File: src/rtl/gpc_pkg.sv
package gpc_pkg;

  // Storage is laid out for the widest configuration: eight ports of eight pins.
  localparam int unsigned PORT_SLOTS = 8;
  localparam int unsigned PIN_SLOTS  = 8;
  localparam int unsigned IRQ_WIDTH  = 6;
  // Pad registers kept in RAM, one row of this many entries per port.
  localparam int unsigned PAD_ROW    = 8;
  localparam logic [31:0] BYTE_MASK  = 32'h0000_00FF;
  localparam logic [3:0]  NIBBLE_MASK = 4'hF;

  typedef enum logic [1:0] {
    REQ_TICK  = 2'd0,
    REQ_READ  = 2'd1,
    REQ_WRITE = 2'd2
  } req_code_t;

  typedef enum logic [4:0] {
    REG_DATA   = 5'd0,
    REG_DIR    = 5'd1,
    REG_IS     = 5'd2,
    REG_IBE    = 5'd3,
    REG_IEV    = 5'd4,
    REG_IM     = 5'd5,
    REG_RIS    = 5'd6,
    REG_MIS    = 5'd7,
    REG_ICR    = 5'd8,
    REG_AFSEL  = 5'd9,
    REG_DEN    = 5'd10,
    REG_AMSEL  = 5'd11,
    REG_PUR    = 5'd12,
    REG_PDR    = 5'd13,
    REG_ODR    = 5'd14,
    REG_DRIVE2 = 5'd15,
    REG_DRIVE4 = 5'd16,
    REG_DRIVE8 = 5'd17,
    REG_PCTL   = 5'd18
  } reg_code_t;

  typedef struct packed {
    logic [1:0]  req_type;
    logic [2:0]  port_sel;
    logic [4:0]  reg_sel;
    logic [7:0]  addr_mask;
    logic [31:0] write_data;
    logic [7:0]  pin_levels;
  } req_item_t;

  typedef struct packed {
    logic [31:0] read_data;
    logic [7:0]  pin_drive;
    logic [7:0]  pin_enable;
    logic [5:0]  irq_lines;
  } rsp_item_t;

endpackage

File: src/rtl/gpc_ram.sv
module gpc_ram #(
  parameter int unsigned WIDTH = 8,
  parameter int unsigned DEPTH = 48
) (
  input  logic                     clk,
  input  logic                     we,
  input  logic [$clog2(DEPTH)-1:0] waddr,
  input  logic [WIDTH-1:0]         wdata,
  input  logic                     re,
  input  logic [$clog2(DEPTH)-1:0] raddr,
  output logic [WIDTH-1:0]         rdata
);

  logic [WIDTH-1:0] mem [DEPTH];

  always_ff @(posedge clk) begin
    if (we) begin
      mem[waddr] <= wdata;
    end
    if (re) begin
      rdata <= mem[raddr];
    end
  end

endmodule

File: src/rtl/gpio_port_controller.sv
// Channel  | Valid      | Stall      | Payload
// request  | req_valid  | req_stall  | req (req_item_t): tick, register read or write
// response | rsp_valid  | rsp_stall  | rsp (rsp_item_t): one per request item
//
// When an item is accepted, the port state and the middle-stage result are updated
// at the accepting edge, the pad RAM read is registered, and the response register
// follows. One item is accepted every cycle while req_stall is low.
// Reset clears all port state and the pad RAM valid bits at once; no sweep.
// A stalled response holds; one more item may enter the middle stage behind it.
module gpio_port_controller
  import gpc_pkg::*;
#(
  parameter int unsigned NUM_PORTS = 6,
  parameter int unsigned PINS      = 8
) (
  input  logic      clk,
  input  logic      rst,
  input  logic      req_valid,
  output logic      req_stall,
  input  req_item_t req,
  output logic      rsp_valid,
  input  logic      rsp_stall,
  output rsp_item_t rsp
);

  localparam logic [7:0]  PIN_MASK  = 8'((1 << PINS) - 1);
  localparam logic [31:0] FUNC_FIELD_MASK = 32'((64'd1 << (4 * PINS)) - 64'd1);
  localparam int unsigned RAM_DEPTH = NUM_PORTS * PAD_ROW;
  localparam int unsigned RAM_AW    = $clog2(RAM_DEPTH);

  logic [7:0]  out_bits       [NUM_PORTS];
  logic [7:0]  dir_bits       [NUM_PORTS];
  logic [7:0]  sense_bits     [NUM_PORTS];
  logic [7:0]  both_edge_bits [NUM_PORTS];
  logic [7:0]  event_bits     [NUM_PORTS];
  logic [7:0]  irq_mask_bits  [NUM_PORTS];
  logic [7:0]  raw_status     [NUM_PORTS];
  logic [7:0]  last_levels    [NUM_PORTS];
  logic [7:0]  afsel_bits     [NUM_PORTS];
  logic [7:0]  den_bits       [NUM_PORTS];
  logic [31:0] pin_function   [NUM_PORTS];

  logic [7:0]  out_bits_next       [NUM_PORTS];
  logic [7:0]  dir_bits_next       [NUM_PORTS];
  logic [7:0]  sense_bits_next     [NUM_PORTS];
  logic [7:0]  both_edge_bits_next [NUM_PORTS];
  logic [7:0]  event_bits_next     [NUM_PORTS];
  logic [7:0]  irq_mask_bits_next  [NUM_PORTS];
  logic [7:0]  raw_status_next     [NUM_PORTS];
  logic [7:0]  last_levels_next    [NUM_PORTS];
  logic [7:0]  afsel_bits_next     [NUM_PORTS];
  logic [7:0]  den_bits_next       [NUM_PORTS];
  logic [31:0] pin_function_next   [NUM_PORTS];

  logic                  accept;
  logic                  stage_adv;
  logic                  port_ok;
  logic                  is_tick;
  logic                  is_read;
  logic                  is_write;
  logic                  is_pad_ram;
  logic [7:0]            w8;
  logic [PORT_SLOTS-1:0] irq_any;
  logic [7:0]            a_out;
  logic [7:0]            a_dir;
  logic [7:0]            a_last;
  logic [7:0]            a_stat;
  logic [7:0]            a_im;
  logic [7:0]            a_afsel;
  logic [7:0]            a_den;
  logic [7:0]            a_sense;
  logic [7:0]            a_ibe;
  logic [7:0]            a_iev;
  logic [31:0]           a_pctl;
  logic [31:0]           rd_comb;
  rsp_item_t             stage_rsp_next;

  logic [2:0]            pad_idx;
  logic [RAM_AW-1:0]     ram_addr;
  logic                  ram_we;
  logic [7:0]            ram_rdata;
  logic [RAM_DEPTH-1:0]  ram_vld;

  logic                  stage_valid;
  rsp_item_t             stage_rsp;
  logic                  stage_from_ram;
  logic                  stage_ram_vld;

  assign stage_adv = !rsp_valid || !rsp_stall;
  assign req_stall = stage_valid && !stage_adv;
  assign accept    = req_valid && !req_stall;

  assign port_ok    = {1'b0, req.port_sel} < 4'(NUM_PORTS);
  assign is_tick    = port_ok && (req.req_type == REQ_TICK);
  assign is_read    = port_ok && (req.req_type == REQ_READ);
  assign is_write   = port_ok && (req.req_type == REQ_WRITE);
  assign is_pad_ram = (req.reg_sel >= REG_AMSEL) && (req.reg_sel <= REG_DRIVE8);
  assign w8         = req.write_data[7:0] & PIN_MASK;

  assign pad_idx  = 3'(req.reg_sel - REG_AMSEL);
  assign ram_addr = RAM_AW'({req.port_sel, pad_idx});
  assign ram_we   = accept && is_write && is_pad_ram;

  gpc_ram #(
    .WIDTH (8),
    .DEPTH (RAM_DEPTH)
  ) u_pad_ram (
    .clk   (clk),
    .we    (ram_we),
    .waddr (ram_addr),
    .wdata (w8),
    .re    (accept),
    .raddr (ram_addr),
    .rdata (ram_rdata)
  );

  // Next state of every port, the interrupt summary after the step, and the
  // addressed port's values after the step.
  always_comb begin : port_next
    logic       hit;
    logic [7:0] now_lv;
    logic [7:0] rise;
    logic [7:0] fall;
    logic [7:0] edges;
    logic [7:0] lvl;
    logic [7:0] stat;
    irq_any = '0;
    a_out   = '0;
    a_dir   = '0;
    a_last  = '0;
    a_stat  = '0;
    a_im    = '0;
    a_afsel = '0;
    a_den   = '0;
    a_sense = '0;
    a_ibe   = '0;
    a_iev   = '0;
    a_pctl  = '0;
    for (int q = 0; q < NUM_PORTS; q++) begin
      hit = accept && (req.port_sel == 3'(q));
      out_bits_next[q]       = out_bits[q];
      dir_bits_next[q]       = dir_bits[q];
      sense_bits_next[q]     = sense_bits[q];
      both_edge_bits_next[q] = both_edge_bits[q];
      event_bits_next[q]     = event_bits[q];
      irq_mask_bits_next[q]  = irq_mask_bits[q];
      raw_status_next[q]     = raw_status[q];
      last_levels_next[q]    = last_levels[q];
      afsel_bits_next[q]     = afsel_bits[q];
      den_bits_next[q]       = den_bits[q];
      pin_function_next[q]   = pin_function[q];

      now_lv = req.pin_levels & PIN_MASK;
      rise   = now_lv & ~last_levels[q];
      fall   = ~now_lv & last_levels[q];
      edges  = (both_edge_bits[q] & (rise | fall)) |
               (~both_edge_bits[q] & event_bits[q] & rise) |
               (~both_edge_bits[q] & ~event_bits[q] & fall);

      if (hit && is_tick) begin
        raw_status_next[q]  = (raw_status[q] | edges) & ~sense_bits[q] & PIN_MASK;
        last_levels_next[q] = now_lv;
      end else if (hit && is_write) begin
        case (req.reg_sel)
          REG_DATA: begin
            out_bits_next[q] = (out_bits[q] & ~(req.addr_mask & PIN_MASK)) |
                               (req.write_data[7:0] & req.addr_mask & PIN_MASK);
          end
          REG_DIR:   dir_bits_next[q] = w8;
          REG_IS: begin
            sense_bits_next[q] = w8;
            raw_status_next[q] = raw_status[q] & ~w8;
          end
          REG_IBE:   both_edge_bits_next[q] = w8;
          REG_IEV:   event_bits_next[q]     = w8;
          REG_IM:    irq_mask_bits_next[q]  = w8;
          REG_ICR:   raw_status_next[q]     = raw_status[q] & ~w8;
          REG_AFSEL: afsel_bits_next[q]     = w8;
          REG_DEN:   den_bits_next[q]       = w8;
          REG_PCTL:  pin_function_next[q]   = req.write_data & FUNC_FIELD_MASK;
          default: begin
          end
        endcase
      end

      // Level-mode pins report the live comparison, edge-mode pins the latch.
      lvl  = (event_bits_next[q] & last_levels_next[q]) |
             (~event_bits_next[q] & ~last_levels_next[q]);
      stat = ((raw_status_next[q] & ~sense_bits_next[q]) |
              (sense_bits_next[q] & lvl)) & PIN_MASK;
      irq_any[q] = |(stat & irq_mask_bits_next[q]);

      if (req.port_sel == 3'(q)) begin
        a_out   = out_bits_next[q];
        a_dir   = dir_bits_next[q];
        a_last  = last_levels_next[q];
        a_stat  = stat;
        a_im    = irq_mask_bits_next[q];
        a_afsel = afsel_bits_next[q];
        a_den   = den_bits_next[q];
        a_sense = sense_bits_next[q];
        a_ibe   = both_edge_bits_next[q];
        a_iev   = event_bits_next[q];
        a_pctl  = pin_function_next[q];
      end
    end
  end

  always_comb begin
    rd_comb = '0;
    if (is_read) begin
      case (req.reg_sel)
        REG_DATA: begin
          rd_comb = 32'(((a_out & a_dir) | (a_last & ~a_dir)) & req.addr_mask & PIN_MASK);
        end
        REG_DIR:   rd_comb = 32'(a_dir);
        REG_IS:    rd_comb = 32'(a_sense);
        REG_IBE:   rd_comb = 32'(a_ibe);
        REG_IEV:   rd_comb = 32'(a_iev);
        REG_IM:    rd_comb = 32'(a_im);
        REG_RIS:   rd_comb = 32'(a_stat);
        REG_MIS:   rd_comb = 32'(a_stat & a_im);
        REG_AFSEL: rd_comb = 32'(a_afsel);
        REG_DEN:   rd_comb = 32'(a_den);
        REG_PCTL:  rd_comb = a_pctl;
        default:   rd_comb = '0;
      endcase
    end
  end

  always_comb begin
    stage_rsp_next.read_data  = rd_comb;
    stage_rsp_next.pin_drive  = port_ok ? (a_out & PIN_MASK) : 8'd0;
    stage_rsp_next.pin_enable = port_ok ? (a_dir & a_den & ~a_afsel & PIN_MASK) : 8'd0;
    stage_rsp_next.irq_lines  = irq_any[IRQ_WIDTH-1:0];
  end

  always_ff @(posedge clk) begin
    if (rst) begin
      for (int q = 0; q < NUM_PORTS; q++) begin
        out_bits[q]       <= '0;
        dir_bits[q]       <= '0;
        sense_bits[q]     <= '0;
        both_edge_bits[q] <= '0;
        event_bits[q]     <= '0;
        irq_mask_bits[q]  <= '0;
        raw_status[q]     <= '0;
        last_levels[q]    <= '0;
        afsel_bits[q]     <= '0;
        den_bits[q]       <= '0;
        pin_function[q]   <= '0;
      end
      ram_vld <= '0;
    end else begin
      out_bits       <= out_bits_next;
      dir_bits       <= dir_bits_next;
      sense_bits     <= sense_bits_next;
      both_edge_bits <= both_edge_bits_next;
      event_bits     <= event_bits_next;
      irq_mask_bits  <= irq_mask_bits_next;
      raw_status     <= raw_status_next;
      last_levels    <= last_levels_next;
      afsel_bits     <= afsel_bits_next;
      den_bits       <= den_bits_next;
      pin_function   <= pin_function_next;
      if (ram_we) begin
        ram_vld[ram_addr] <= 1'b1;
      end
    end
  end

  // Middle stage: waits for the registered pad RAM read.
  always_ff @(posedge clk) begin
    if (rst) begin
      stage_valid <= 1'b0;
    end else if (!req_stall) begin
      stage_valid <= accept;
    end
  end

  always_ff @(posedge clk) begin
    if (accept) begin
      stage_rsp      <= stage_rsp_next;
      stage_from_ram <= is_read && is_pad_ram;
      stage_ram_vld  <= ram_vld[ram_addr];
    end
  end

  always_ff @(posedge clk) begin
    if (rst) begin
      rsp_valid <= 1'b0;
    end else if (stage_adv) begin
      rsp_valid <= stage_valid;
    end
  end

  always_ff @(posedge clk) begin
    if (stage_adv && stage_valid) begin
      rsp.read_data  <= stage_from_ram ? (stage_ram_vld ? 32'(ram_rdata) : 32'd0)
                                       : stage_rsp.read_data;
      rsp.pin_drive  <= stage_rsp.pin_drive;
      rsp.pin_enable <= stage_rsp.pin_enable;
      rsp.irq_lines  <= stage_rsp.irq_lines;
    end
  end

endmodule

File: config.mk
export PLATFORM = sky130hd
export DESIGN_NAME = gpio_port_controller
export DESIGN_NICKNAME = d
export VERILOG_FILES = /design/src/rtl/gpc_pkg.sv /design/src/rtl/gpc_ram.sv /design/src/rtl/gpio_port_controller.sv
export SDC_FILE = /design/constraint.sdc
export NUM_CORES = 2
export LEC_CHECK = 0
export ABC_AREA = 1
export BUFFER_PORTS_ARGS = -buffer_cell sky130_fd_sc_hd__buf_4
export CAP_MARGIN = 20
export CORE_MARGIN = 10
export CORE_UTILIZATION = 33
export CTS_CLUSTER_DIAMETER = 100
export DETAILED_ROUTE_END_ITERATION = 10
export GPL_TIMING_DRIVEN = 0
export PLACE_DENSITY_LB_ADDON = 0.1
export SYNTH_ARGS = -nofsm -noshare
export SYNTH_HDL_FRONTEND = slang
export SYNTH_SLANG_ARGS = --single-unit
File: constraint.sdc
create_clock -name clk -period 13.4 [get_ports clk]
set_input_delay 2.68 -clock clk [delete_from_list [all_inputs] [get_ports clk]]
set_output_delay 2.68 -clock clk [all_outputs]
set_load 0.02 [all_outputs]
==> impl_metrics.ini <==
[power_and_ir_drop]
vdd_drop_max_uv = 134
p_sw_mw = 2.36
power_density_nw_per_um2 = 127
internal_power_mw = 6.34
seq_power_share_pct = 45.0
pwr-share-comb_pct = 8.3
power_mw = 8.70
switching_share_pct = 27.1
leakage_nw = 27.0
pwr-share-clk_pct = 46.7

[global_routing]
grt_first_pass_wirelength_mm = 441
antenna_found_initial = 30
grt-ovfl-total = 0
track_usage_pct = 32.7
first_global_vias = 53300
grt_max_degree = 57

[logic_synthesis]
ys_warn_count = 0
synth_commonest_cells = 1904 x nand2_1, 1098 x nor2_1, 722 x dfxtp_1
synth_top_area_cell = edfxtp_1
ys.flop_type = dfxtp_1
yosys-top-cells-area = edfxtp_1 26%, dfxtp_1 25%, nand2_1 12%
synth-seq-cells = 1224
synth_seq_area_share_pct = 50.7
syn_area_um2 = 58200
syn-num-nets = 7600
postSynthAreaPerCell_um2 = 7.82
synth_cell_type_count = 54
async_flop_share_pct = 0
synthCells = 7438
synth.most_common_cell = nand2_1
synth_top_area_share_pct = 25.9
synth_edf_count = 502

[clock_network]
clk_latency_ps = 840
htreeDepth = 4
clockRootBuffer = clkbuf_16
clk_path_buf_depth = 3
cts_setup_buffers = 0
clk_pin_slew_worst_paths_ps = 70
cts.repair.resized = 0
cts_num_sinks = 1224
cts_tree = done
cts_hold_buf = 0
cts_buffers = 147

[setup_path]
critical_path_required_ps = 13920
cp.arrival_ps = 8750
criticalPathCategory = in2reg
rrSetupSlack_ps = 7170
r2r_cells = 16
start_kind = primary input
cp-end-kind = flip-flop
cp_max_fo = 49
r2r_end = stage_rsp[29]
r2r-start = rsp_valid

[detailed_routing]
routed-via-count = 58400
dr.pass1.iters = 6
ant_nets = 0
drt-wirelength-per-cell_um = 32.2
vias_per_cell = 5.69
drc_errors = 0
finalWirelength_mm = 330
initialDrtViolationCount = 8079

[final_layout]
postLayoutCellArea_um2 = 68300
fin_nets = 7952
n_fill_cell = 18500
drive_gt1_share_pct = 6.86
syn_to_final_growth_pct = 17.4

[placement]
preCtsSetupSlack_ps = 5060
dp_hpwl_mm = 248
io_buffers = 115
gp_congestion = 1.05
place_area_um2 = 63400

[sta]
finalHoldViolations = 0
hold_slack_ps = 411
final.setup_skew_ps = 33.9
maxSlewViolCount = 0
worstMarginPinSlew_ps = 1340
grt_setup_unrepaired = no
final-setup-viol-count = 0
period_needed_ps = 8230
finalSetupTns_ps = 0
slew_headroom_pct = 10.8
fmax_mhz = 122
fin_crit_sh_pct = 61.4
fin_ws_ps = 5170

[worst_hold_path]
min_to = rsp[1]
hp-start = stage_rsp[1]
worstHoldPathCells = 0
hold_class = reg2reg

[floorplan]
rows = 154
initial_utilization_pct = 33.1
pin_count = 118
core_um2 = 176000
die_h_um = 440
die_w_um = 440
dieArea_um2 = 194000

[status]
status = finished clean

[run]
drv_cap = 0
## flip-flops by register name, summed over array words and instances (netlist names)
signal	flops
den_bits	48
rsp	54
dir_bits	48
both_edge_bits	48
out_bits	48
pin_function	192
event_bits	48
stage_from_ram	1
ram_vld	48
stage_valid	1
sense_bits	48
u_pad_ram.mem	384
last_levels	48
afsel_bits	48
irq_mask_bits	48
stage_rsp	54
rsp_valid	1
raw_status	48
u_pad_ram.rdata	8
stage_ram_vld	1
## kinds of logic (layout without fill, tap and decap cells)
logic type | count (synthesis) | count (layout) | share of synthesized area [%]
flops | 1224 | 1224 | 50.7
other cells | 0 | 18 | 0
xor+xnor | 3 | 3 | 0.0452
buf+inv | 1101 | 1573 | 7.24
mux | 53 | 53 | 0.912
simple gates | 3623 | 3623 | 25.1
fa+ha+maj | 100 | 100 | 2.15
compound gates | 1334 | 1334 | 13.8
## power by group through the flow
stage                     clock network [mW]  logic, mW  registers, mW
after floorplan                            0      0.265           4.00
after global routing                    4.23      0.732           3.92
after detailed placement                   0      0.691           4.00
after CTS                               4.08      0.693           3.92
after global placement                     0      0.655           4.00
final                                   4.06      0.724           3.92
## stage by stage
| stage | util (%) | std cells |
|---|---|---|
| after floorplan | - | 7438 |
| after global placement | 35.3 | 9893 |
| after detailed placement | 36.1 | 9976 |
| after CTS | 38.8 | 10200 |
| after global routing | 38.9 | 10300 |
| final | 38.9 | 10300 |
## metal layers
layer / GRT usage [%] / part of all wire [%]
met5: 0 / 0.030
met4: 22.2 / 8.3
met3: 7.46 / 9.8
met2: 49.9 / 43
met1: 41.2 / 39
## final cells by class
cell class              count  area [um2]  share of cell area (%)
clock inverters            55         621                   0.908
flip-flops and latches   1224       29500                    43.2
diodes                     18        45.0                  0.0659
plain buffers             406        1620                    2.37
inverters                 695        2610                    3.82
repair buffers            203        2340                    3.43
well taps                2340        2930                    4.29
clock buffers             214        4150                    6.08
multi-input cells        5113       24500                    35.8
## layout by cell type, fill, tap and decap left out, drive strengths merged, types with 153 or more instances in the layout
cell	n
nand2	1906
nor2	1107
dfxtp	722
inv	687
o21ai	556
clkbuf	508
edfxtp	502
nand3	481
buf	315
a21oi	233
o211ai	164
o22ai	153
## worst max-delay path: stages
cell,delay [ps]
buf_4,460
clkbuf_1,860
clkinv_1,1230
nand2_1,1020
o21ai_0,190
nand2_1,130
o21ai_0,150
nand3b_1,250
nand3_1,100
nand3_1,290
nand2_1,310
a21boi_1,130
nor2_1,760
nor2_1,90
## worst max path at each step
stage,endpoint,start,slack (ps)
2_1_floorplan,stage_rsp[28],rsp_stall,7330
3_3_place_gp,stage_rsp[28],rsp_stall,2710
3_5_place_dp,stage_rsp[28],req[48],5060
4_1_cts,stage_rsp[28],req[48],5890
5_1_grt,stage_rsp[22],req[48],5560
6_report,stage_rsp[28],req[14],5170
Power figures use the tool's default switching activity.
